--- config.mk ---
export PLATFORM = sky130hd
export DESIGN_NAME = spr_ctrl
export DESIGN_NICKNAME = d
export VERILOG_FILES = /design/src/hdl/spr_pkg.sv /design/src/hdl/spr_ctrl.sv
export SDC_FILE = /design/constraint.sdc
export NUM_CORES = 1
export LEC_CHECK = 0
export ABC_CLOCK_PERIOD_IN_PS = 1800
export CAP_MARGIN = 10
export CORE_AREA = 2 2 39 41
export DETAILED_ROUTE_END_ITERATION = 8
export DIE_AREA = 0 0 41 43
export DONT_BUFFER_PORTS = 1
export PLACE_DENSITY = 0.46
export SYNTH_ARGS = -nofsm -noshare
export SYNTH_HDL_FRONTEND = slang
export SYNTH_SLANG_ARGS = --single-unit
--- constraint.sdc ---
create_clock -name clk -period 1.8 [get_ports clk]
set_clock_uncertainty 0.15 [all_clocks]
set_input_delay 0.09 -clock clk [delete_from_list [all_inputs] [get_ports clk]]
set_output_delay 0.09 -clock clk [all_outputs]
set_load 0.01 [all_outputs]
--- src/hdl/spr_pkg.sv ---
// ----------------------------------------------------------------------------
// spr_pkg: shared types and constants of the stuffed packet receiver
// Holds the payload buffer size, register indexes, error codes, parse phases
// and the command and status bundles between controller and datapath.
// ----------------------------------------------------------------------------
package spr_pkg;

    // Payload buffer depth and the field widths that follow from it
    localparam int PAYLOAD_DEPTH = 32;
    localparam int IDX_W         = 5;
    localparam int LEN_W         = 6;
    localparam int BYTE_W        = 8;
    localparam int CFG_IDX_W     = 3;
    localparam int ERR_W         = 3;

    // Control bytes that are never valid on the link
    localparam logic [BYTE_W-1:0] BYTE_ZEROS = 8'h00;
    localparam logic [BYTE_W-1:0] BYTE_ONES  = 8'hFF;

    // Configuration register indexes
    typedef enum logic [CFG_IDX_W-1:0] {
        REG_START_CODE          = 3'd0,
        REG_ESCAPE_CODE         = 3'd1,
        REG_ESCAPED_START_CODE  = 3'd2,
        REG_ESCAPED_ESCAPE_CODE = 3'd3,
        REG_ESCAPED_ZERO_CODE   = 3'd4,
        REG_ESCAPED_ONES_CODE   = 3'd5
    } reg_index_t;

    // Reset values of the configuration registers
    localparam logic [BYTE_W-1:0] RST_START_CODE          = 8'd126;
    localparam logic [BYTE_W-1:0] RST_ESCAPE_CODE         = 8'd125;
    localparam logic [BYTE_W-1:0] RST_ESCAPED_START_CODE  = 8'd94;
    localparam logic [BYTE_W-1:0] RST_ESCAPED_ESCAPE_CODE = 8'd93;
    localparam logic [BYTE_W-1:0] RST_ESCAPED_ZERO_CODE   = 8'd32;
    localparam logic [BYTE_W-1:0] RST_ESCAPED_ONES_CODE   = 8'd33;

    // Error report codes
    typedef enum logic [ERR_W-1:0] {
        ERR_IGNORED      = 3'd0,
        ERR_START_IN_PKT = 3'd1,
        ERR_OUTSIDE_PKT  = 3'd2,
        ERR_LEN_TOO_LONG = 3'd3,
        ERR_CHECKSUM     = 3'd4
    } err_code_t;

    // Result kinds
    localparam logic KIND_ERROR  = 1'b0;
    localparam logic KIND_PACKET = 1'b1;

    // Frame parse phase
    typedef enum logic [4:0] {
        PH_IDLE = 5'b00001,
        PH_ADDR = 5'b00010,
        PH_LEN  = 5'b00100,
        PH_DATA = 5'b01000,
        PH_SUM  = 5'b10000
    } phase_t;

    // Controller to datapath
    typedef struct packed {
        logic capture;   // take the offered link byte
        logic step;      // run the parser on the held byte
        logic load_err;  // load an error report into the output register
        logic load_pkt;  // load a packet byte into the output register
        logic rd_start;  // rewind the readout index
        logic rd_next;   // advance the readout index
    } spr_cmd_t;

    // Datapath to controller
    typedef struct packed {
        logic err_valid; // the held byte raises an error report
        logic deliver;   // the held byte closes a good frame
        logic run_last;  // readout index sits on the final result
    } spr_status_t;

endpackage

--- src/hdl/spr_ctrl.sv ---
// ----------------------------------------------------------------------------
// spr_ctrl: sequencing controller of the stuffed packet receiver
// Takes a beat, runs the parser on it, and plays a good packet out of the
// payload buffer one result at a time; owns the output valid flag.
// ----------------------------------------------------------------------------
module spr_ctrl
    import spr_pkg::*;
(
    input  logic        clk,
    input  logic        rst_n,
    input  logic        in_valid,
    output logic        in_ready,
    output logic        out_valid,
    input  logic        out_ready,
    input  spr_status_t status,
    output spr_cmd_t    cmd
);

    typedef enum logic [3:0] {
        S_ACCEPT = 4'b0001,
        S_EXEC   = 4'b0010,
        S_READ   = 4'b0100,
        S_EMIT   = 4'b1000
    } state_t;

    state_t state_reg, state_next;
    logic   ovalid_reg, ovalid_next;
    logic   slot_free;

    // Output register can take a new result this cycle
    assign slot_free = !ovalid_reg || out_ready;

    // Sequence the work on one beat
    always_comb
    begin
        state_next = state_reg;
        cmd        = '0;
        unique case (state_reg)
            S_ACCEPT:
            begin
                if (in_valid)
                begin
                    cmd.capture = 1'b1;
                    state_next  = S_EXEC;
                end
            end
            S_EXEC:
            begin
                // Hold until a possible error report has a place to go
                if (slot_free)
                begin
                    cmd.step     = 1'b1;
                    cmd.load_err = status.err_valid;
                    if (status.deliver)
                    begin
                        cmd.rd_start = 1'b1;
                        state_next   = S_READ;
                    end
                    else
                    begin
                        state_next = S_ACCEPT;
                    end
                end
            end
            S_READ:
            begin
                state_next = S_EMIT;
            end
            S_EMIT:
            begin
                if (slot_free)
                begin
                    cmd.load_pkt = 1'b1;
                    if (status.run_last)
                    begin
                        state_next = S_ACCEPT;
                    end
                    else
                    begin
                        cmd.rd_next = 1'b1;
                        state_next  = S_READ;
                    end
                end
            end
            default:
            begin
                state_next = S_ACCEPT;
            end
        endcase
    end

    // Track the output register occupancy
    always_comb
    begin
        ovalid_next = ovalid_reg;
        if (cmd.load_err || cmd.load_pkt)
        begin
            ovalid_next = 1'b1;
        end
        else if (out_ready)
        begin
            ovalid_next = 1'b0;
        end
    end

    always_ff @(posedge clk or negedge rst_n)
    begin
        if (!rst_n)
        begin
            state_reg  <= S_ACCEPT;
            ovalid_reg <= 1'b0;
        end
        else
        begin
            state_reg  <= state_next;
            ovalid_reg <= ovalid_next;
        end
    end

    assign in_ready  = (state_reg == S_ACCEPT);
    assign out_valid = ovalid_reg;

endmodule

# [Yosys cells after proc, flatten, opt, wreduce, memory -nomap -nowiden]
# Index checks and enable logic that the tools add are counted.
[classes] n_eq_ne=7 n_mux=20 n_reduce_logical=5
[ops] cell="4-bit case mux with 4 select lines" count=1
[ops] cell="1-bit two-way mux" count=12
[ops] cell="4-bit two-way mux" count=3
[ops] cell="3-bit two-way mux" count=2
[ops] cell="2-bit != test (second input constant)" count=3
[ops] cell="4-bit by 1-bit equality test with 1-bit output (second input constant)" count=1
[ops] cell="4-bit by 2-bit equality test with 1-bit output (second input constant)" count=1
[ops] cell="4-bit by 3-bit equality test with 1-bit output (second input constant)" count=1
[ops] cell="4-bit equality test (second input constant)" count=1
[ops] cell="2-bit two-way mux" count=2
[ops] cell="3-bit AND reduction" count=1
[ops] cell="1-bit logical OR" count=2
[ops] cell="2-bit nonzero test" count=1
[ops] cell="1-bit zero test" count=1
[word_totals] regBits=5 out_inout_bits=8 word_cells=34 in_bits=7

# [Depth between registers and ports, before layout]
# Gate-level depths: netlist of the first run.
[logic_depth] ltp_word=6 ltp_mapped=4 depth_no_buf=3

# [Worst setup path before layout of the first run]
# No wires, ideal clock.
[synth_timing] kind="reg-to-output" startpoint="register state_reg[2]" endpoint="output cmd[0] in the netlist's numbering" t_arrival_ps=1299 path_buffers=1 stages_incl_launch_ff=4 required_time_ps=1560 path_slack_ps=261 path_cell_list="dfrtp_1 -> buf_6 -> or4b_4 -> nor3_1"
[synth_rtl] item="start: declaration" line="spr_ctrl.sv:26" rtl="state_t state_reg, state_next;"
[synth_rtl] item="start signal: assignment" line="spr_ctrl.sv:115" rtl="state_reg <= state_next;"
[synth_rtl] item="end: declaration" line="spr_ctrl.sv:16" rtl="output spr_cmd_t cmd"

==> key figures, run 1 <==
Outcome
  • Outcome: finished, final reports clean

Timing
  • Max Slew Vio Count: 0
  • Fmax: 568 MHz
  • Worst slew pin tran: 0.249 ns
  • Fin crit period: 1.76 ns
  • Final Hold Fails: 0
  • Crit share post-route: 0.978
  • Final setup fails: 0
  • Max-slew headroom: 0.834
  • Hold Slack: 0.0590 ns

Detailed routing
  • Routed wl met3: 63 um
  • Antenna-violating nets left: 0
  • Drt first pass iters: 4
  • Max Used Layer: met4
  • DR vias/cell: 5.30
  • Remaining DRCs: 0
  • Via count: 366
  • Drt initial violations: 3
  • DRT met1 WL: 442 um
  • Drt wl/cell: 14.2 um
  • Met2 WL: 446 um
  • Routed WL: 981 um

Setup path
  • Worst Setup SP: state_reg[0]$_DFFE_PN1P_
  • CP Class: reg -> out
  • Crit path capture: cmd[1]
  • Critical path data required time: 1.56 ns
  • Arr. time, crit path: 1.52 ns
  • Worst setup EP type: output port
  • Worst reg-to-reg path cell count: 4
  • CP Max Fanout: 9
  • Critical R2R Capture: state_reg[2]$_DFFE_PN0P_
  • R2R setup slack: 0.07 ns
  • Crit start category: flop
  • Reg-to-reg startpoint: state_reg[1]$_DFFE_PN0P_

Final layout
  • Max FFs per register: 4
  • Post-Layout Cell Count: 69
  • Antenna cell count: 0
  • Nets: 61
  • Ratio of cells with drive above 1 in the final layout: 0.321
  • Area Overhead vs Synth: 39.7%

Logic synthesis
  • Synth top area share: 0.271
  • Yosys Warn Count: 0
  • Cell Area, Synth: 369 sq um
  • #FFs+latches synth: 5
  • Dominant cell type by area after synthesis: dfrtp_1
  • Post-synthesis cell count: 40
  • Sequential share of the synthesized area: 0.342
  • Synth top area cells: dfrtp_1 27%, dfstp_2 7.1%, and3b_1 4.7%, o32ai_2 4.4%, nor3_1 4.1%
  • Syn nets: 47
  • Synth Area per Inst: 9.23 sq um
  • Synth cell types: 24

Pwr
  • Internal power: 0.364 mW
  • Leakage: 0.234 nW
  • Sw Share: 0.396
  • P per Cell Area: 1170 nW/um^2
  • Sequential share of power: 0.353
  • Clock Power Share: 0.232
  • Net Sw Power: 0.239 mW
  • Max VDD drop: 0.000488 V
  • Final total power: 0.602 mW
  • Combinational Power Share: 0.415

Floorplan
  • Full die area: 1760 sq um
  • FP Rows: 14
  • Die W: 41 um
  • Ports: 15
  • Die Height: 43 um
  • Core area: 1380 sq um
  • Initial Util: 0.267

GRT
  • Initial antenna violation count: 0
  • First-pass GRT wire length: 1550 um
  • Vias in the first global route: 378
  • Remaining Overflow, GRT: 0
  • Largest net degree at the start of global routing: 10
  • Global-route usage over all layers: 0.133

Clock network
  • CTS clk-pin slew, worst paths: 0.05 ns
  • CTS tree: done
  • Post-CTS setup repair buffer count: 0
  • Inserted Clock Buffers: 3
  • Clock Tree Root: clkbuf_4
  • Clock Latency Late Sink: 0.25 ns
  • Longest Clk Path Bufs: 2
  • Htree depth: 1
  • Clock Sink Count: 5

Run
  • Number of max-cap violations: 0

Placed design
  • RePlAce Congestion: 0.768
  • Placed cell count: 57
  • IO Port Bufs: 0
  • Post-DP HPWL: 678 um

Worst hold path
  • Hold Path Class: in -> reg
## power groups by stage
stage | registers (mW) | clock network [mW] | logic, mW
after floorplan | 0.192 | 0 | 0.189
after global placement | 0.203 | 0 | 0.216
after detailed placement | 0.206 | 0 | 0.222
after CTS | 0.205 | 0.141 | 0.245
after global routing | 0.221 | 0.144 | 0.279
final | 0.213 | 0.140 | 0.250
## per-stage QoR
| step | util | TNS [ns] | setup WS (ns) | cell area (sq um) |
|---|---|---|---|---|
| floorplan | - | 0 | 0.261 | 369 |
| global placement | 0.284 | 0 | 0.273 | 393 |
| detailed placement | 0.284 | 0 | 0.267 | 393 |
| CTS | 0.361 | 0 | 0.00123 | 499 |
| global route | 0.373 | -0.00410 | -0.00327 | 515 |
| finish | 0.373 | 0 | 0.0398 | 515 |
## worst min path at each step
stage,startpoint,endpoint,slack (ns),cells after the start
6_report,status[1],state_reg[0]$_DFFE_PN1P_,0.06,3
5_1_grt,status[0],cmd[0],0.07,1
4_1_cts,status[1],state_reg[0]$_DFFE_PN1P_,0.06,3
3_5_place_dp,rst_n,state_reg[3]$_DFFE_PN0P_,-0.36,0
3_3_place_gp,rst_n,out_valid$_DFFE_PN0P_,-0.36,0
2_1_floorplan,rst_n,out_valid$_DFFE_PN0P_,-0.36,0
## kinds of logic (layout without fill, tap and decap cells)
group,after synthesis,count (layout),share of synthesized area
flops,5,5,0.342
compound gates,9,9,0.203
simple gates,21,21,0.383
buf+inv,5,18,0.0712
## cells in the mapped netlist
cell / number
or4b_4: 1
nor2_1: 3
o32ai_2: 1
dfstp_2: 1
and3b_1: 2
o21ai_0: 1
buf_6: 1
a22oi_1: 2
nor2_2: 1
and2b_2: 1
and4bb_2: 1
nor2b_1: 2
nor4_1: 1
o311a_1: 1
and3_1: 1
dfrtp_1: 4
o32ai_1: 1
and2b_1: 2
and2_1: 2
inv_1: 4
o211a_1: 1
nand2_1: 1
nor3_1: 3
a21oi_1: 2
## placed cells by master (no fill, tap or decap)
cell           count
dlygate4sd3_1      8
inv_1              4
nor2_1             3
clkbuf_4           3
nor2b_1            2
and2_1             2
and2b_2            2
a22oi_1            2
nor3_1             2
a21oi_1            2
dfrtp_1            2
buf_4              2
dfrtp_2            2
nand2_1            1
and2b_1            1
and3b_2            1
or4b_4             1
nor3_2             1
and3_1             1
nor4_2             1
and4bb_2           1
o32ai_1            1
nor2_2             1
o211a_1            1
and3b_1            1
o21ai_0            1
o311a_1            1
o32ai_2            1
clkbuf_1           1
dfstp_2            1
## layout make-up
cell class	instances	area, sq um
flip-flops and latches	5	129
fillers	158	868
inverters	4	15.0
repair buffers	10	95.1
well taps	16	20.0
multi-input cells	30	230
clock buffers	4	26.3
## timing repair
| item | CTS | global route |
|---|---|---|
| hold endpoints to repair | 9 | 0 |
| hold buffers | 8 | 0 |
| setup endpoints to repair | 0 | 2 |
| resized for setup | 0 | 6 |
## critical path: stages (launching register included)
cell     delay (ns)
dfstp_2        0.61
and2b_1        0.21
and3b_2        0.24
and2_1         0.20
## metal layers
| metal | vias up | GRT usage |
|---|---|---|
| met3 | 4 | 0.0157 |
| met2 | 19 | 0.184 |
| li1 | 171 | - |
| met1 | 172 | 0.174 |
| met5 | - | 0 |
| met4 | 0 | 0.113 |
Note: power is estimated with default switching activity, not from simulation.
==> inputs of run 2 (changes only) <==
--- a/config.mk
+++ b/config.mk
@@ -7,11 +7,13 @@
 export LEC_CHECK = 0
 export ABC_CLOCK_PERIOD_IN_PS = 1800
 export CAP_MARGIN = 10
+export CELL_PAD_IN_SITES_DETAIL_PLACEMENT = 1
+export CELL_PAD_IN_SITES_GLOBAL_PLACEMENT = 2
 export CORE_AREA = 2 2 39 41
 export DETAILED_ROUTE_END_ITERATION = 8
 export DIE_AREA = 0 0 41 43
 export DONT_BUFFER_PORTS = 1
-export PLACE_DENSITY = 0.46
+export PLACE_DENSITY = 0.68
 export SYNTH_ARGS = -nofsm -noshare
 export SYNTH_HDL_FRONTEND = slang
 export SYNTH_SLANG_ARGS = --single-unit
==> run 2 against run 1 <==
Compared with the run above:
- the flow now finishes with violations (hold timing)
- maximum frequency increased by 2.6%
- non-clock buffer count decreased by 2
- clock power decreased by 6%
- largest power group unchanged
- worst setup slack improved by 0.045 ns
- critical path type unchanged
==> key figures, run 2 (synthesis results as in run 1) <==
Clock network
  • Clock Tree Root: clkbuf_4
  • Clock Sink Count: 5 (unchanged)
  • Htree depth: 1 (unchanged)
  • Longest Clk Path Bufs: 2 (unchanged)
  • CTS clk-pin slew, worst paths: 0.05 ns (about the same)
  • Clock Latency Late Sink: 0.25 ns (about the same)
  • Inserted Clock Buffers: 3 (unchanged)
  • CTS tree: done

Setup path
  • Worst setup EP type: output port
  • CP Cell Sequence: and2b_1 -> and3b_1 -> and2_1
  • Crit start category: flop
  • CP Buf/Inv Count: 0 (unchanged)
  • CP Max Fanout: 9 (unchanged)
  • R2R setup slack: 0.26 ns (+0.19 ns)
  • Worst Setup SP: state_reg[0]$_DFFE_PN1P_
  • Worst reg-to-reg path cell count: 3 (-1)
  • Reg-to-reg startpoint: state_reg[0]$_DFFE_PN1P_
  • CP Class: reg -> out
  • CP delay by family, top: simple AND/OR/NAND/NOR gates
  • Arr. time, crit path: 1.48 ns (-0.04 ns)
  • Critical path data required time: 1.56 ns (about the same)
  • CP max stage delay: 0.60 ns (about the same)
  • Critical R2R Capture: state_reg[0]$_DFFE_PN1P_
  • Slowest cell on the critical path: dfstp_2

Pwr
  • Max VDD drop: 0.000434 V (-11%)
  • Leakage: 0.231 nW (-1.3%)
  • P per Cell Area: 1190 nW/um^2 (+1.8%)
  • Final total power: 0.576 mW (-4.3%)
  • Sw Share: 0.395 (-0.00170)
  • Clock Power Share: 0.229 (-0.003)
  • Combinational Power Share: 0.407 (-0.008)
  • Net Sw Power: 0.227 mW (-4.8%)
  • Sequential share of power: 0.364 (+0.011)
  • Internal power: 0.349 mW (-4.1%)

Placed design
  • IO Port Bufs: 0 (unchanged)
  • RePlAce Congestion: 0.828 (+7.8%)
  • Post-DP HPWL: 779 um (+15%)
  • Place WS: 0.247 ns (-0.0192 ns)

Timing
  • Setup ws final: 0.0846 ns (+0.0448 ns)
  • RSZ-0062 raised after global routing: no
  • Final Hold Fails: 3 (+3)
  • Fmax: 583 MHz (+2.6%)
  • Final setup fails: 0 (unchanged)
  • Hold Slack: -0.0108 ns (-0.0697 ns)
  • Crit share post-route: 0.953 (-0.0249)
  • Worst slew pin tran: 0.252 ns (+0.00262 ns)
  • Total Negative Setup Slacks: 0 ns (unchanged)
  • Fin crit period: 1.72 ns (-0.0448 ns)
  • Max Slew Vio Count: 0 (unchanged)
  • Max-slew headroom: 0.832 (-0.00175)

GRT
  • Vias in the first global route: 395 (+4.5%)
  • Remaining Overflow, GRT: 0 (unchanged)
  • Largest net degree at the start of global routing: 10 (unchanged)
  • Global-route usage over all layers: 0.157 (+0.0236)
  • First-pass GRT wire length: 1780 um (+15%)
  • Initial antenna violation count: 0 (unchanged)

Detailed routing
  • Remaining DRCs: 0 (unchanged)
  • Drt initial violations: 4 (+1)
  • Drt wl/cell: 15.8 um (+11%)
  • DR vias/cell: 5.16 (-2.6%)
  • Antenna-violating nets left: 0 (unchanged)
  • Via count: 346 (-5.5%)
  • Routed WL: 1060 um (+8.2%)
  • Drt first pass iters: 4 (unchanged)

Final layout
  • Ratio of cells with drive above 1 in the final layout: 0.235 (-0.0855)
  • Max FFs per register: 4 (unchanged)
  • Nets: 59 (-3.3%)
  • Commonest cells after routing, fill and taps aside: 6 x dlygate4sd3_1, 4 x inv_1, 4 x dfrtp_1, 3 x nor2_1, 3 x clkbuf_4
  • Fill cell count: 177 (+12%)
  • Antenna cell count: 0 (unchanged)
  • Area Overhead vs Synth: 31.2%
  • Commonest non-fill, non-tap cell in the layout: dlygate4sd3_1

Floorplan
  • Ports: 15 (unchanged)
  • Die W: 41 um (unchanged)
  • Core area: 1380 sq um (unchanged)
  • Initial Util: 0.267 (unchanged)
  • Full die area: 1760 sq um (unchanged)
  • Die Height: 43 um (unchanged)
  • FP Rows: 14 (unchanged)

Worst hold path
  • Hold Path Class: in -> async

Outcome
  • Outcome: complete, but fails checks
  • Failing checks: hold timing

Run
  • Number of max-cap violations: 0 (unchanged)
## run 2: changes by cell type in the layout (fill, tap and decap cells not counted), sizes merged
cell,before,now
dlygate4sd3,8,6
## run 2: power by group through the flow
stage               clock (mW)  combinational [mW]  sequential, mW
finish                   0.132               0.234           0.210
CTS                      0.137               0.237           0.211
global placement             0               0.215           0.204
floorplan                    0               0.189           0.192
global route             0.144               0.255           0.217
detailed placement           0               0.221           0.212
## run 2: what timing repair did
| action | in CTS | in global routing |
|---|---|---|
| hold buffers | 6 | 0 |
| setup endpoints to repair | 1 | 0 |
| setup buffers | 0 | 0 |
| gates resized for setup | 1 | 0 |
| hold endpoints to repair | 9 | 0 |
## run 2: area by class of cell
type	instances	area, sq um	area share
repair buffers	8	75.1	0.155
inverters	4	15.0	0.0310
multi-input cells	30	221	0.457
clock buffers	4	26.3	0.0543
well taps	16	20.0	0.0413
flip-flops and latches	5	126	0.261
## run 2: metal layers
| layer | wire length, um | GRT usage | vias up |
|---|---|---|---|
| li1 | - | - | 168 |
| met1 | 452 | 0.198 | 169 |
| met2 | 568 | 0.231 | 9 |
| met3 | 40 | 0.0628 | 0 |
| met4 | 0 | 0.0600 | 0 |
| met5 | 0 | 0 | - |
## run 2: how the worst max path moves through the flow
stage	to	slack, ns	depth (start not counted)
final	cmd[3]	0.08	3
after global routing	cmd[3]	0.03	3
after CTS	cmd[3]	0.08	3
after detailed placement	cmd[0]	0.25	2
after global placement	cmd[0]	0.24	2
after floorplan	cmd[0]	0.26	3
## run 2: metrics by stage
stage               std cells  hold WS [ns]  area [sq um]   util
global route               67        0.0126           484  0.350
global placement           57        -0.355           393  0.284
detailed placement         57        -0.355           393  0.284
floorplan                  40        -0.356           369      -
CTS                        67       0.00223           484  0.350
finish                     67       -0.0108           484  0.350
