[src/hdl/spr_pkg.sv]
// ----------------------------------------------------------------------------
// spr_pkg: shared types and constants of the stuffed packet receiver
// Holds the payload buffer size, register indexes, error codes, parse phases
// and the command and status bundles between controller and datapath.
// ----------------------------------------------------------------------------
package spr_pkg;

    // Payload buffer depth and the field widths that follow from it
    localparam int PAYLOAD_DEPTH = 32;
    localparam int IDX_W         = 5;
    localparam int LEN_W         = 6;
    localparam int BYTE_W        = 8;
    localparam int CFG_IDX_W     = 3;
    localparam int ERR_W         = 3;

    // Control bytes that are never valid on the link
    localparam logic [BYTE_W-1:0] BYTE_ZEROS = 8'h00;
    localparam logic [BYTE_W-1:0] BYTE_ONES  = 8'hFF;

    // Configuration register indexes
    typedef enum logic [CFG_IDX_W-1:0] {
        REG_START_CODE          = 3'd0,
        REG_ESCAPE_CODE         = 3'd1,
        REG_ESCAPED_START_CODE  = 3'd2,
        REG_ESCAPED_ESCAPE_CODE = 3'd3,
        REG_ESCAPED_ZERO_CODE   = 3'd4,
        REG_ESCAPED_ONES_CODE   = 3'd5
    } reg_index_t;

    // Reset values of the configuration registers
    localparam logic [BYTE_W-1:0] RST_START_CODE          = 8'd126;
    localparam logic [BYTE_W-1:0] RST_ESCAPE_CODE         = 8'd125;
    localparam logic [BYTE_W-1:0] RST_ESCAPED_START_CODE  = 8'd94;
    localparam logic [BYTE_W-1:0] RST_ESCAPED_ESCAPE_CODE = 8'd93;
    localparam logic [BYTE_W-1:0] RST_ESCAPED_ZERO_CODE   = 8'd32;
    localparam logic [BYTE_W-1:0] RST_ESCAPED_ONES_CODE   = 8'd33;

    // Error report codes
    typedef enum logic [ERR_W-1:0] {
        ERR_IGNORED      = 3'd0,
        ERR_START_IN_PKT = 3'd1,
        ERR_OUTSIDE_PKT  = 3'd2,
        ERR_LEN_TOO_LONG = 3'd3,
        ERR_CHECKSUM     = 3'd4
    } err_code_t;

    // Result kinds
    localparam logic KIND_ERROR  = 1'b0;
    localparam logic KIND_PACKET = 1'b1;

    // Frame parse phase
    typedef enum logic [4:0] {
        PH_IDLE = 5'b00001,
        PH_ADDR = 5'b00010,
        PH_LEN  = 5'b00100,
        PH_DATA = 5'b01000,
        PH_SUM  = 5'b10000
    } phase_t;

    // Controller to datapath
    typedef struct packed {
        logic capture;   // take the offered link byte
        logic step;      // run the parser on the held byte
        logic load_err;  // load an error report into the output register
        logic load_pkt;  // load a packet byte into the output register
        logic rd_start;  // rewind the readout index
        logic rd_next;   // advance the readout index
    } spr_cmd_t;

    // Datapath to controller
    typedef struct packed {
        logic err_valid; // the held byte raises an error report
        logic deliver;   // the held byte closes a good frame
        logic run_last;  // readout index sits on the final result
    } spr_status_t;

endpackage

[src/hdl/spr_ram.sv]
// ----------------------------------------------------------------------------
// spr_ram: generic single write port RAM with registered read
// One write and one read per cycle; read data is registered and appears in the cycle after its address.
// ----------------------------------------------------------------------------
module spr_ram #(
    parameter int WIDTH = 8,
    parameter int DEPTH = 32
) (
    input  logic                     clk,
    input  logic                     we,
    input  logic [$clog2(DEPTH)-1:0] waddr,
    input  logic [WIDTH-1:0]         wdata,
    input  logic [$clog2(DEPTH)-1:0] raddr,
    output logic [WIDTH-1:0]         rdata
);

    logic [WIDTH-1:0] mem [DEPTH];

    // Write port
    always_ff @(posedge clk)
    begin
        if (we)
        begin
            mem[waddr] <= wdata;
        end
    end

    // Registered read port
    always_ff @(posedge clk)
    begin
        rdata <= mem[raddr];
    end

endmodule

[src/hdl/spr_dpath.sv]
// ----------------------------------------------------------------------------
// spr_dpath: parser datapath of the stuffed packet receiver
// Holds the configuration, the frame state, the payload buffer and the
// output register; parses one held byte per step command.
// ----------------------------------------------------------------------------
module spr_dpath
    import spr_pkg::*;
(
    input  logic                 clk,
    input  logic                 rst_n,
    input  logic                 cfg_we,
    input  logic [CFG_IDX_W-1:0] cfg_index,
    input  logic [BYTE_W-1:0]    cfg_data,
    input  logic [BYTE_W-1:0]    rx_byte,
    input  spr_cmd_t             cmd,
    output spr_status_t          status,
    output logic                 kind,
    output logic [ERR_W-1:0]     error_code,
    output logic [BYTE_W-1:0]    packet_address,
    output logic [LEN_W-1:0]     packet_length,
    output logic [IDX_W-1:0]     byte_index,
    output logic [BYTE_W-1:0]    payload_byte,
    output logic                 last
);

    // Configuration registers
    logic [BYTE_W-1:0] start_code_reg;
    logic [BYTE_W-1:0] escape_code_reg;
    logic [BYTE_W-1:0] esc_start_reg;
    logic [BYTE_W-1:0] esc_escape_reg;
    logic [BYTE_W-1:0] esc_zero_reg;
    logic [BYTE_W-1:0] esc_ones_reg;

    // Frame state
    phase_t            phase_reg, phase_next;
    logic              esc_pend_reg, esc_pend_next;
    logic [BYTE_W-1:0] addr_reg, addr_next;
    logic [LEN_W-1:0]  rem_reg, rem_next;
    logic [BYTE_W-1:0] sum_reg, sum_next;
    logic [LEN_W-1:0]  fill_reg, fill_next;

    // Held byte and readout index
    logic [BYTE_W-1:0] byte_reg;
    logic [IDX_W-1:0]  rd_idx_reg;

    // Output register
    logic              kind_reg;
    logic [ERR_W-1:0]  err_reg;
    logic [BYTE_W-1:0] oaddr_reg;
    logic [LEN_W-1:0]  olen_reg;
    logic [IDX_W-1:0]  oidx_reg;
    logic [BYTE_W-1:0] odata_reg;
    logic              olast_reg;

    // Parser results
    logic              err_valid;
    err_code_t         err_code;
    logic              deliver;
    logic              ram_we;
    logic [BYTE_W-1:0] ram_wdata;
    logic [BYTE_W-1:0] ram_rdata;
    logic [BYTE_W-1:0] dt;
    logic [LEN_W-1:0]  rem_dec;
    logic [LEN_W-1:0]  rd_idx_inc;
    logic              run_last;

    // Write configuration registers
    always_ff @(posedge clk or negedge rst_n)
    begin
        if (!rst_n)
        begin
            start_code_reg  <= RST_START_CODE;
            escape_code_reg <= RST_ESCAPE_CODE;
            esc_start_reg   <= RST_ESCAPED_START_CODE;
            esc_escape_reg  <= RST_ESCAPED_ESCAPE_CODE;
            esc_zero_reg    <= RST_ESCAPED_ZERO_CODE;
            esc_ones_reg    <= RST_ESCAPED_ONES_CODE;
        end
        else if (cfg_we)
        begin
            unique case (cfg_index)
                REG_START_CODE:          start_code_reg  <= cfg_data;
                REG_ESCAPE_CODE:         escape_code_reg <= cfg_data;
                REG_ESCAPED_START_CODE:  esc_start_reg   <= cfg_data;
                REG_ESCAPED_ESCAPE_CODE: esc_escape_reg  <= cfg_data;
                REG_ESCAPED_ZERO_CODE:   esc_zero_reg    <= cfg_data;
                REG_ESCAPED_ONES_CODE:   esc_ones_reg    <= cfg_data;
                default:                 ;
            endcase
        end
    end

    // Translate an escaped byte back into its control byte
    always_comb
    begin
        dt = byte_reg;
        if (esc_pend_reg)
        begin
            priority if (byte_reg == esc_escape_reg)
                dt = escape_code_reg;
            else if (byte_reg == esc_start_reg)
                dt = start_code_reg;
            else if (byte_reg == esc_zero_reg)
                dt = BYTE_ZEROS;
            else if (byte_reg == esc_ones_reg)
                dt = BYTE_ONES;
            else
                dt = byte_reg;
        end
    end

    assign rem_dec = (rem_reg != '0) ? rem_reg - LEN_W'(1) : rem_reg;

    // Parse the held byte
    always_comb
    begin
        phase_next    = phase_reg;
        esc_pend_next = esc_pend_reg;
        addr_next     = addr_reg;
        rem_next      = rem_reg;
        sum_next      = sum_reg;
        fill_next     = fill_reg;
        err_valid     = 1'b0;
        err_code      = ERR_IGNORED;
        deliver       = 1'b0;
        ram_we        = 1'b0;
        ram_wdata     = dt;
        if (cmd.step)
        begin
            priority if (byte_reg == BYTE_ZEROS || byte_reg == BYTE_ONES)
            begin
                // Drop bytes that never appear on the link
                err_valid = 1'b1;
                err_code  = ERR_IGNORED;
            end
            else if (byte_reg == start_code_reg)
            begin
                // Open a new frame, flagging one that was still open
                if (phase_reg != PH_IDLE)
                begin
                    err_valid = 1'b1;
                    err_code  = ERR_START_IN_PKT;
                end
                phase_next    = PH_ADDR;
                fill_next     = '0;
                esc_pend_next = 1'b0;
            end
            else if (phase_reg == PH_IDLE)
            begin
                err_valid = 1'b1;
                err_code  = ERR_OUTSIDE_PKT;
            end
            else if (byte_reg == escape_code_reg)
            begin
                esc_pend_next = 1'b1;
            end
            else
            begin
                esc_pend_next = 1'b0;
                unique case (phase_reg)
                    PH_ADDR:
                    begin
                        addr_next  = dt;
                        sum_next   = dt;
                        phase_next = PH_LEN;
                    end
                    PH_LEN:
                    begin
                        if (dt > BYTE_W'(PAYLOAD_DEPTH))
                        begin
                            phase_next = PH_IDLE;
                            err_valid  = 1'b1;
                            err_code   = ERR_LEN_TOO_LONG;
                        end
                        else
                        begin
                            rem_next   = dt[LEN_W-1:0];
                            sum_next   = sum_reg + dt;
                            phase_next = (dt == '0) ? PH_SUM : PH_DATA;
                        end
                    end
                    PH_DATA:
                    begin
                        if (fill_reg < LEN_W'(PAYLOAD_DEPTH))
                        begin
                            ram_we    = 1'b1;
                            fill_next = fill_reg + LEN_W'(1);
                        end
                        sum_next = sum_reg + dt;
                        rem_next = rem_dec;
                        if (rem_dec == '0)
                        begin
                            phase_next = PH_SUM;
                        end
                    end
                    PH_SUM:
                    begin
                        phase_next = PH_IDLE;
                        if (dt != ~sum_reg)
                        begin
                            err_valid = 1'b1;
                            err_code  = ERR_CHECKSUM;
                        end
                        else
                        begin
                            deliver = 1'b1;
                        end
                    end
                    default: ;
                endcase
            end
        end
    end

    // Update frame state
    always_ff @(posedge clk or negedge rst_n)
    begin
        if (!rst_n)
        begin
            phase_reg    <= PH_IDLE;
            esc_pend_reg <= 1'b0;
            addr_reg     <= '0;
            rem_reg      <= '0;
            sum_reg      <= '0;
            fill_reg     <= '0;
            rd_idx_reg   <= '0;
        end
        else
        begin
            phase_reg    <= phase_next;
            esc_pend_reg <= esc_pend_next;
            addr_reg     <= addr_next;
            rem_reg      <= rem_next;
            sum_reg      <= sum_next;
            fill_reg     <= fill_next;
            if (cmd.rd_start)
            begin
                rd_idx_reg <= '0;
            end
            else if (cmd.rd_next)
            begin
                rd_idx_reg <= rd_idx_reg + IDX_W'(1);
            end
        end
    end

    // Hold the accepted link byte
    always_ff @(posedge clk)
    begin
        if (cmd.capture)
        begin
            byte_reg <= rx_byte;
        end
    end

    // Payload buffer
    spr_ram #(
        .WIDTH (BYTE_W),
        .DEPTH (PAYLOAD_DEPTH)
    ) u_payload_ram (
        .clk   (clk),
        .we    (ram_we),
        .waddr (fill_reg[IDX_W-1:0]),
        .wdata (ram_wdata),
        .raddr (rd_idx_reg),
        .rdata (ram_rdata)
    );

    // Final result of a run: the only one of an empty packet, else the top index
    assign rd_idx_inc = {1'b0, rd_idx_reg} + LEN_W'(1);
    assign run_last   = (fill_reg == '0) || (rd_idx_inc == fill_reg);

    // Load the output register
    always_ff @(posedge clk)
    begin
        if (cmd.load_err)
        begin
            kind_reg  <= KIND_ERROR;
            err_reg   <= err_code;
            oaddr_reg <= '0;
            olen_reg  <= '0;
            oidx_reg  <= '0;
            odata_reg <= '0;
            olast_reg <= 1'b1;
        end
        else if (cmd.load_pkt)
        begin
            kind_reg  <= KIND_PACKET;
            err_reg   <= '0;  // no error code on packet bytes
            oaddr_reg <= addr_reg;
            olen_reg  <= fill_reg;
            oidx_reg  <= (fill_reg == '0) ? '0 : rd_idx_reg;
            odata_reg <= (fill_reg == '0) ? '0 : ram_rdata;
            olast_reg <= run_last;
        end
    end

    assign status.err_valid = err_valid;
    assign status.deliver   = deliver;
    assign status.run_last  = run_last;

    assign kind           = kind_reg;
    assign error_code     = err_reg;
    assign packet_address = oaddr_reg;
    assign packet_length  = olen_reg;
    assign byte_index     = oidx_reg;
    assign payload_byte   = odata_reg;
    assign last           = olast_reg;

endmodule

[config.mk]
export PLATFORM = sky130hd
export DESIGN_NAME = spr_dpath
export DESIGN_NICKNAME = d
export VERILOG_FILES = /design/src/hdl/spr_pkg.sv /design/src/hdl/spr_ram.sv /design/src/hdl/spr_dpath.sv
export SDC_FILE = /design/constraint.sdc
export NUM_CORES = 1
export LEC_CHECK = 0
export ABC_AREA = 1
export BUFFER_PORTS_ARGS = -buffer_cell sky130_fd_sc_hd__buf_2
export CORE_UTILIZATION = 41
export DETAILED_ROUTE_END_ITERATION = 10
export PLACE_DENSITY_LB_ADDON = 0.15
export SYNTH_ARGS = -nofsm -noshare
export SYNTH_HDL_FRONTEND = slang
export SYNTH_SLANG_ARGS = --single-unit
[constraint.sdc]
create_clock -name clk -period 4.4 [get_ports clk]
set_clock_uncertainty 0.05 [all_clocks]
set_input_delay 0.88 -clock clk [delete_from_list [all_inputs] [get_ports clk]]
set_output_delay 0.88 -clock clk [all_outputs]
set_load 0.005 [all_outputs]
* Word-level counts from Yosys, hierarchy flattened
Memories as Yosys holds them, arrays and structs flattened. A register that Yosys moved wholly into a read port is not among the register bits.
Index checks and enable logic that the tools add are counted.
W data, S select, Z words.
** Operators by class
- $add $sub $neg :: 5
- Order comparisons :: 2
- Equal/unequal tests :: 24
- Mux-type cells :: 65
- Bitwise gates (word level) :: 5
- Reductions and logical operators :: 27
** Operators by type and width (count)
- $mux W8 :: 7
- $eq A8 B8 Y1 :: 6
- $mux W5 :: 9
- $mux W6 :: 7
- $mux W1 :: 28
- $mux W3 :: 8
- $pmux W8 S3 :: 1
- $pmux W5 S4 :: 1
- $reduce_and A6 Y1 :: 3
- $logic_not A8 Y1 :: 2
- $reduce_and A7 Y1 :: 2
- $logic_not A6 Y1 :: 2
- $pmux W6 S2 :: 1
- $reduce_and A2 Y1 :: 6
- $reduce_bool A2 Y1 :: 5
- $add A8 B8 Y8 :: 1
- $eq A8 B8 Y1 const B :: 1
- $gt A8 B6 Y1 const B :: 1
- $ne A8 B8 Y1 :: 1
- $not A8 Y8 :: 1
- $add A5 B1 Y6 const B :: 1
- $add A6 B1 Y6 const B :: 1
- $eq A3 B2 Y1 const B :: 2
- $eq A3 B3 Y1 const B :: 2
- other kinds (23) :: 29
** Storage, ports and cells
- Bits in registers :: 127
- Bits in writable memories :: 256
- Bits of input ports :: 28
- Output and inout port bits :: 35
- Logic and storage cells :: 150
- Memories :: 1
** Memories
- u_payload_ram.mem :: depth 32, width 8, rd ports 1, clocked after memory_dff 1, write ports 1, RTL line spr_ram.sv:17 : logic [WIDTH-1:0] mem [DEPTH];

* Longest topological paths before layout
Gate-level depths: netlist of run 1.
- Depth after elaboration :: 15
- Mapped depth :: 25
- Mapped depth without buffers :: 23

* Modules after synthesis
From an unflattened synthesis of run 1, not the netlist that was laid out.
** Unflattened totals
- Cells, all modules :: 1851
- Area, all modules :: 17912.2 µm²
** By module, submodules not included
- spr_ram :: instances 1, cells an instance 922, area each 10786.6 µm², sequential area each 7847.5 µm²
- spr_dpath :: instances 1, cells an instance 929, area each 7125.6 µm², sequential area each 3120.5 µm²

* Least setup slack after synthesis of run 1
OpenSTA, ideal clock, no wires.
- Kind :: reg-to-output
- Start :: register byte_reg[7]
- End :: output port status[2] in the netlist's numbering
- Data arrival time :: 2.736 ns
- Required time :: 3.470 ns
- Setup slack :: 0.734 ns
- Cell stages (with the launch flop) :: 24
- Path buffers :: 2
- Cells stage by stage :: edfxtp_1 > buf_6 > inv_4 > nand2_2 > nand2_1 > nor2_2 > nand2_2 > nor2_8 > nor2_4 > nand2_1 > nand2_1 > nand2_1 > nand2_1 > nand2_1 > inv_1 > ha_1 > inv_1 > nor2_1 > nand2_1 > nand3_1 > nand3_1 > nand2_1 > a21oi_1 > buf_4
** Between the ends
- Word-level cells in the longest chain between the ends :: 14
- Elaborated cells on any way between the ends :: 24
- Those cells by class :: 1 x order compare; 8 x eq/ne; 13 x mux; 2 x reduce/logical
** Ends and longest elaborated chain
- start: declaration :: RTL line spr_dpath.sv:43 : logic [BYTE_W-1:0] byte_reg;
- start signal: assignment :: RTL line spr_dpath.sv:252 : byte_reg <= rx_byte;
- $eq A8 B8 Y1 :: RTL line spr_dpath.sv:105 : else if (byte_reg == esc_ones_reg)
- $mux W8 :: RTL line spr_dpath.sv:105
- $mux W8 :: RTL line spr_dpath.sv:103 : else if (byte_reg == esc_zero_reg)
- $mux W8 :: RTL line spr_dpath.sv:101 : else if (byte_reg == esc_start_reg)
- $mux W8 (*) :: RTL line spr_dpath.sv:99 : priority if (byte_reg == esc_escape_reg)
- $mux W8 (*) :: RTL line spr_dpath.sv:97 : if (esc_pend_reg)
- named net dt[1] :: RTL line spr_dpath.sv:62 : logic [BYTE_W-1:0] dt;
- $gt A8 B6 Y1 or $ne A8 B8 Y1 (tied branches) :: RTL line spr_dpath.sv:169, spr_dpath.sv:199
- $mux W1 (on tied branches) :: RTL line spr_dpath.sv:169, spr_dpath.sv:199
- $pmux W1 S2 (*) :: RTL line spr_dpath.sv:160 : unique case (phase_reg)
- $mux W1 (*) :: RTL line spr_dpath.sv:153 : else if (byte_reg == escape_code_reg)
- $mux W1 (*) :: RTL line spr_dpath.sv:148 : else if (phase_reg == PH_IDLE)
- $mux W1 (*) :: RTL line spr_dpath.sv:136 : else if (byte_reg == start_code_reg)
- $mux W1 (*) :: RTL line spr_dpath.sv:130 : priority if (byte_reg == BYTE_ZEROS || byte_reg == BYTE_ONES)
- $mux W1 (*) :: RTL line spr_dpath.sv:128 : if (cmd.step)
- end: declaration :: RTL line spr_dpath.sv:16 : output spr_status_t status,
Mark *: on every way through the listed nets, which the timed path passes. The rest lies on a longest branch.

==> results.md, run 1 <==
- Cell family with most CP delay: simple AND/OR/NAND/NOR gates
- CTS Buffer Depth: 3
- Max FFs per register: 256
- Routed Antenna Nets: 0
- CP required: 3470 ps
- Worst skew pair latency: 570 ps
- Initial antenna violation count: 0
- Ant. Diodes: 0
- Fmax: 0.2386 GHz
- RePlAce Congestion: 0.8582
- Hold Crit Start: kind$_SDFFE_PP0P_
- Fillcell total: 3895
- Cell Area, Placed: 18450 um2
- Initial core utilization: 0.4158
- Crit-path max cell delay: 520 ps
- Bufs and invs on worst path: 4
- RSZ-0062 raised after global routing: no
- Mapped Cells: 1701
- Port Buffer Count: 62
- Post-route design area: 19950 um2
- Synth top area cells: edfxtp_1 46%, dfrtp_1 8.8%, o21ai_0 7.1%, nand2_1 6.2%, nor2_1 5.0%
- Peak supply drop: 0.2843 mV
- Primary FF master, synth: edfxtp_1
- Largest area contributor in the netlist: edfxtp_1
- Core ar.: 41950 um2
- Leak pwr: 7.846 nW
- Hold Path Depth: 2
- Clock Sink Count: 391
- Netlist Area Pre-Place: 17440 um2
- I/O pins: 63
- Largest net degree at the start of global routing: 132
- GR Util All Layers: 0.2170
- Final hold vios: 0
- Die area: 43370 um2
- Final Net Count: 1839
- Critical path capture point type: output pin
- DRT iter0 DRCs: 954
- Reg2Reg Depth: 13
- Chip height: 208.3 um
- Fin. max-slew vios: 0
- Clock Tree Root: clkbuf_16
- H-tree levels: 2
- Reg area: 10970 um2
- Min Hold Slack: 407.9 ps
- Post-Place Setup Slack: 353.6 ps
- Setup CP Type: reg2out
- Crit path DAT: 3260 ps
- Ys Warns: 0
- Area of the multi-input gates: 5599 um2
- Drt drc: 0
- Die Span X: 208.3 um
- FF-to-FF End: u_payload_ram.mem[5][0]$_DFFE_PP_
- Clock slew at reported path FFs: 60 ps
- Vias post-DR: 12428
- R2r setup slk: 650 ps
- Final core occ: 0.4756
- Worst hold endpoint: kind$_SDFFE_PP0P_
- Worst-path fanout max: 8
- Layout cells sized above 1: 0.1685
- Detailed placement HPWL: 29.38 mm
- CTS Hold Bufs: 0
- Placed insts: 2272
- Syn_nets: 1744
- Most frequent cell after synthesis: nand2_1
- FF-to-FF Start: byte_reg[0]$_DFFE_PP_
- Final setup fails: 0
- CP startpoint kind: flop
- Synthesized area per cell: 10.25 um2
- Sequential-to-total area share from yosys stat: 0.6288
- FF+latch count, synth: 391
- EDFF count, synth: 267
- Pwr Density: 445.4 nW/um2
- DRT Wirelength: 46.46 mm
- Row count: 75
- Fin worst setup slack: 209.3 ps
- Vias per cell: 5.251
- Finished Layout Cells: 2367
- Global-route wire length before repair: 72.35 mm
- Top reg by flops: u_payload_ram.mem
- Vias in the first global route: 12318
- Yosys top cell area share: 0.4597
- CTS tree: done
- Area grow syn2layout: 14.38%
- Final Cycle Share: 0.9524
- Post-synth ARST share: 0.2225
- Relative slew slack: 0.2480
- Synth cell count leaders: 286 x nand2_1, 267 x edfxtp_1, 248 x o21ai_0
- DR pass1 iterations: 5
- Residual overflow from global routing: 0
- Worst hold path class: reg2reg
- CTS buffer count: 43
- Slowest cell on crit path: edfxtp_1
- WL/cell: 19.63 um
- Top cell by count, worst path: nand2_1
- Synth unique cells: 56
- Tmin final: 4191 ps
- Cell breakdown of the critical path: buf_6, nand2_1, nand2_1, nor2_1, nand2_1, nor2_2, nor2_4, nand2_1, nand3_2, a21oi_4, inv_4, ha_1, nand3_1, inv_1, nand3_1, nor2_2, nand2_2, nand3_1, nand3_1, nand2_1, a21oi_1, buf_2
- Setup TNS: 0 ps
- Status: completed
- Worst-margin pin slew: 1127 ps
- Max Cap Violations: 0
- Total power: 8.886 mW
[per-layer routing]
metal  vias up  GRT usage  part of all wire
li1       6063          -                 -
met1      6018     0.2826              0.44
met2       278     0.3739              0.50
met3        69    0.03275             0.039
met4         0    0.06360             0.023
met5         -          0                 0
[cells in the final DEF, fill, tap and decap left out, types with 4 or more instances in the layout]
cell type	netlist	layout
dfxtp_1	37	37
nor3_1	11	11
dfrtp_1	61	59
nand3_1	53	53
nor2_1	232	227
xor2_1	12	12
o21ai_0	248	247
edfxtp_1	267	267
inv_6	1	4
dfstp_2	26	26
inv_2	13	14
inv_4	4	5
clkbuf_16	0	43
nand4_1	12	12
nor2_2	3	8
o211ai_2	6	6
nand2_1	286	283
nand2_2	19	21
o21ai_1	11	11
a21oi_1	26	26
clkbuf_1	65	14
inv_1	110	106
o21ai_2	9	10
buf_2	2	61
clkinv_2	0	7
buf_4	3	69
o31ai_1	6	6
xnor2_1	29	29
ha_1	14	14
clkinv_1	1	6
o22ai_1	83	83
[final cells by class]
cell class | instances | share of cell area
flip-flops and latches | 391 | 0.5500
multi-input cells | 1097 | 0.2807
clock buffers | 58 | 0.05695
repair buffers | 133 | 0.04384
well taps | 539 | 0.03380
inverters | 130 | 0.02578
clock inverters | 19 | 0.008968
[how the worst max path moves through the flow]
stage,startpoint,end,cells after the start
floorplan,byte_reg[7]$_DFFE_PP_,status[2],23
global placement,byte_reg[1]$_DFFE_PP_,status[2],19
detailed placement,byte_reg[0]$_DFFE_PP_,status[2],19
CTS,byte_reg[2]$_DFFE_PP_,status[2],22
global route,byte_reg[0]$_DFFE_PP_,status[2],24
finish,byte_reg[0]$_DFFE_PP_,status[2],22
[power breakdown]
group	leakage [nW]	switching (mW)	internal [mW]
Clock	0.643	1.47	1.95
Combinational	3.48	0.732	0.359
Sequential	3.72	0.173	4.20
[worst min-delay path, stage by stage (launching register included)]
cell and delay, ps:
dfxtp_1 320, nor2_1 40, nor2_1 70
[kinds of logic after synthesis]
logic type	share of synthesized area
xor gates and xnor gates	0.02059
AOI/OAI and AO/OA	0.1291
DFF	0.6288
and+or+nand+nor	0.1585
buffers and inverters	0.05179
adders and majority gates	0.01119
[repair_timing]
item	CTS	global route
setup endpoints to repair	2	2
cloned	0	0
setup buffers	5	13
resized for setup	2	13
pin swaps	0	8
(Power assumes the default switching activity.)
==> run 2: changes to the inputs <==
--- a/config.mk
+++ b/config.mk
@@ -5,8 +5,9 @@
 export SDC_FILE = /design/constraint.sdc
 export NUM_CORES = 1
 export LEC_CHECK = 0
-export ABC_AREA = 1
+export ABC_AREA = 0
 export BUFFER_PORTS_ARGS = -buffer_cell sky130_fd_sc_hd__buf_2
+export CAP_MARGIN = 20
 export CORE_UTILIZATION = 41
 export DETAILED_ROUTE_END_ITERATION = 10
 export PLACE_DENSITY_LB_ADDON = 0.15
==> run 2 against run 1 <==
  * The flow now finishes with violations (DRC, setup timing)
  * Die area shrank 1.7%
  * Clock power is 4% higher
  * First-iteration DRC count down 9.4%
  * Routed wire length is 6.3% lower
  * Register-to-register slack worse by 460 ps
  * Global-route usage fell by 0.72 points
  * Synthesized cell count decreased by 28%
  * Synthesized area is 1.8% lower
  * Critical path type unchanged
==> results.md, run 2 <==
- GR Util All Layers: 0.2098
- Chip height: 206.4 um
- Final hold vios: 0
- Fin. max-slew vios: 0
- Synth top area cells: edfxtp_1 47%, dfrtp_1 8.9%, mux2i_1 4.8%, dfxtp_1 4.3%, mux4_2 4.2%
- Slowest cell on crit path: or4_4
- Most frequent cell after synthesis: edfxtp_1
- Area grow syn2layout: 18.20%
- Final Cycle Share: 1.056
- Status: complete, but fails checks
- RSZ-0062 raised after global routing: yes
- Final setup fails: 1
- Top reg by flops: u_payload_ram.mem
- Switching pwr: 2.594 mW
- EDFF count, synth: 267
- Critical path capture point type: output pin
- DRT Wirelength: 43.52 mm
- Sequential-to-total area share from yosys stat: 0.6401
- I/O pins: 63
- WL/cell: 22.36 um
- Seq pwr share: 0.462
- CTS tree: done
- Commonest cells after routing, fill and taps aside: 267 x edfxtp_1, 115 x nor2_1, 103 x buf_4, 87 x nand2_1, 82 x mux2i_1
- FF+latch count, synth: 391
- Leak pwr: 7.361 nW
- Reg2Reg Depth: 16
- CTS buffer count: 43
- Primary FF master, synth: edfxtp_1
- Layout cells sized above 1: 0.2730
- Fillcell total: 3586
- Max Cap Violations: 0
- Worst-margin pin slew: 917.3 ps
- Netlist Area Pre-Place: 17140 um2
- Switching Share: 0.2665
- CP startpoint kind: flop
- Worst hold path class: in2async
- Vias per cell: 5.532
- FF-to-FF Start: byte_reg[0]$_DFFE_PP_
- Clock Sink Count: 391
- Crit-path max cell delay: 630 ps
- Finished Layout Cells: 1946
- Ant. Diodes: 0
- Mapped Cells: 1233
- Vias in the first global route: 10392
- Initial antenna violation count: 1
- Worst skew pair latency: 570 ps
- Max FFs per register: 256
- Synthesized area per cell: 13.90 um2
- Cell Area, Placed: 18490 um2
- Pwr Density: 480.6 nW/um2
- Detailed placement HPWL: 28.40 mm
- Die Span X: 206.4 um
- R2r setup slk: 190 ps
- Tmin final: 4649 ps
- Port Buffer Count: 62
- Drt drc: 4
- Combinational fraction of design power: 0.171
- Fmax: 0.2151 GHz
- Crit path DAT: 3720 ps
- Die area: 42620 um2
- CTS Buffer Depth: 3
- Clock slew at reported path FFs: 60 ps
- Peak supply drop: 0.2890 mV
- Fin worst setup slack: -248.6 ps
- Post-route design area: 20250 um2
- Clock Tree Root: clkbuf_16
- Internal power: 7.141 mW
- Ys Warns: 0
- CP required: 3470 ps
- Synth unique cells: 75
- Largest net degree at the start of global routing: 100
- Routed Antenna Nets: 0
- Failing checks: DRC, setup timing
- Yosys top cell area share: 0.4679
- Syn_nets: 1276
- Largest area contributor in the netlist: edfxtp_1
- Residual overflow from global routing: 0
- Relative slew slack: 0.3885
- Placed insts: 1846
- Setup CP Type: reg2out
- Core ar.: 41020 um2
- Row count: 74
- Post-synth ARST share: 0.2225
- H-tree levels: 2
- Setup TNS: -248.6 ps
- Synth cell count leaders: 267 x edfxtp_1, 118 x nor2_1, 87 x nand2_1
- Most common cell after layout, fill and taps aside: edfxtp_1
- Initial core utilization: 0.4178
- Post-Place Setup Slack: 106.8 ps
- Cell breakdown of the critical path: buf_6, xnor2_2, nand4_1, or4_4, o21a_1, a22o_4, buf_12, o41a_1, o21bai_4, a21oi_2, o221a_2, buf_2
- FF-to-FF End: sum_reg[7]$_DFFE_PN0P_
- DRT iter0 DRCs: 864
- Worst-path fanout max: 8
- Global-route wire length before repair: 65.61 mm
- DR pass1 iterations: 10
- RePlAce Congestion: 0.8911
- Clock share of power: 0.366
- Vias post-DR: 10765
- Final Net Count: 1425
- Total power: 9.734 mW
[run 2: cell types whose count changed after synthesis, moves of 36 or more]
cell     before  now
nand3_1      53   17
o21ai_0     248   45
mux2_2        0   50
mux2i_1       0   82
o22ai_1      83   13
nand2_1     286   87
nor2_1      232  118
inv_1       110   18
[run 2: layout make-up]
type	instances	area [um2]	area share
Clock buffer	58	1194	0.05893
Clock inverter	19	202.7	0.01001
Multi-Input combinational cell	757	5964	0.2945
Tap cell	532	665.6	0.03286
Sequential cell	391	10970	0.5417
Inverter	18	67.56	0.003336
Timing Repair Buffer	171	1189	0.05869
[run 2: cell families after synthesis]
kind of cell,count (synthesis),synth area share
flip-flops,391,0.6401
AND/OR/NAND/NOR,311,0.08594
buffers and inverters,85,0.02249
multiplexers,164,0.1228
adder cells (fa/ha/maj),16,0.01198
XOR/XNOR,65,0.03366
AO/OA/AOI/OAI,201,0.08303
[run 2: routing by layer]
metal | up-vias | track usage | wire length (um)
li1 | 4963 | - | -
met1 | 5395 | 0.2974 | 19790
met2 | 343 | 0.3230 | 20100
met3 | 62 | 0.04857 | 2677
met4 | 2 | 0.05541 | 939
met5 | - | 0 | 13
[run 2: power by group through the flow]
stage               sequential [mW]  clock [mW]  combinational (mW)
floorplan                      4.49           0                1.15
global placement               4.56           0                1.56
detailed placement             4.56           0                1.58
CTS                            4.49        3.66                1.60
global route                   4.54        3.80                1.84
finish                         4.50        3.57                1.67
[run 2: worst max path at each step]
stage	from	endpoint	slack, ps	cells after the start
2_1_floorplan	byte_reg[0]$_DFFE_PP_	status[2]	150	16
3_3_place_gp	byte_reg[1]$_DFFE_PP_	status[2]	150	15
3_5_place_dp	byte_reg[1]$_DFFE_PP_	status[2]	110	15
4_1_cts	byte_reg[7]$_DFFE_PP_	status[2]	-240	11
5_1_grt	byte_reg[0]$_DFFE_PP_	status[2]	-350	12
6_report	byte_reg[0]$_DFFE_PP_	status[2]	-250	12
[run 2: worst max-delay path: cells and delay by family (launching register included)]
family / cells / cell delay (ps)
flip-flops: 1 / 420
buffers and inverters: 3 / 400
XOR/XNOR: 1 / 120
AND/OR/NAND/NOR: 2 / 740
AO/OA/AOI/OAI: 6 / 1460
[run 2: per-stage QoR]
step	utilization	hold slack [ps]
floorplan	-	369.8
global placement	0.4508	374.2
detailed placement	0.4508	376.1
CTS	0.4873	280.8
global route	0.4938	303.1
finish	0.4938	275.6
[run 2: timing repair]
item,in CTS,in global routing
cloned,0,1
resized for setup,11,25
hold buffers,0,0
endpoints found under the setup margin,2,3
setup buffers,8,14
pin swaps,12,20
endpoints found under the hold margin,0,0
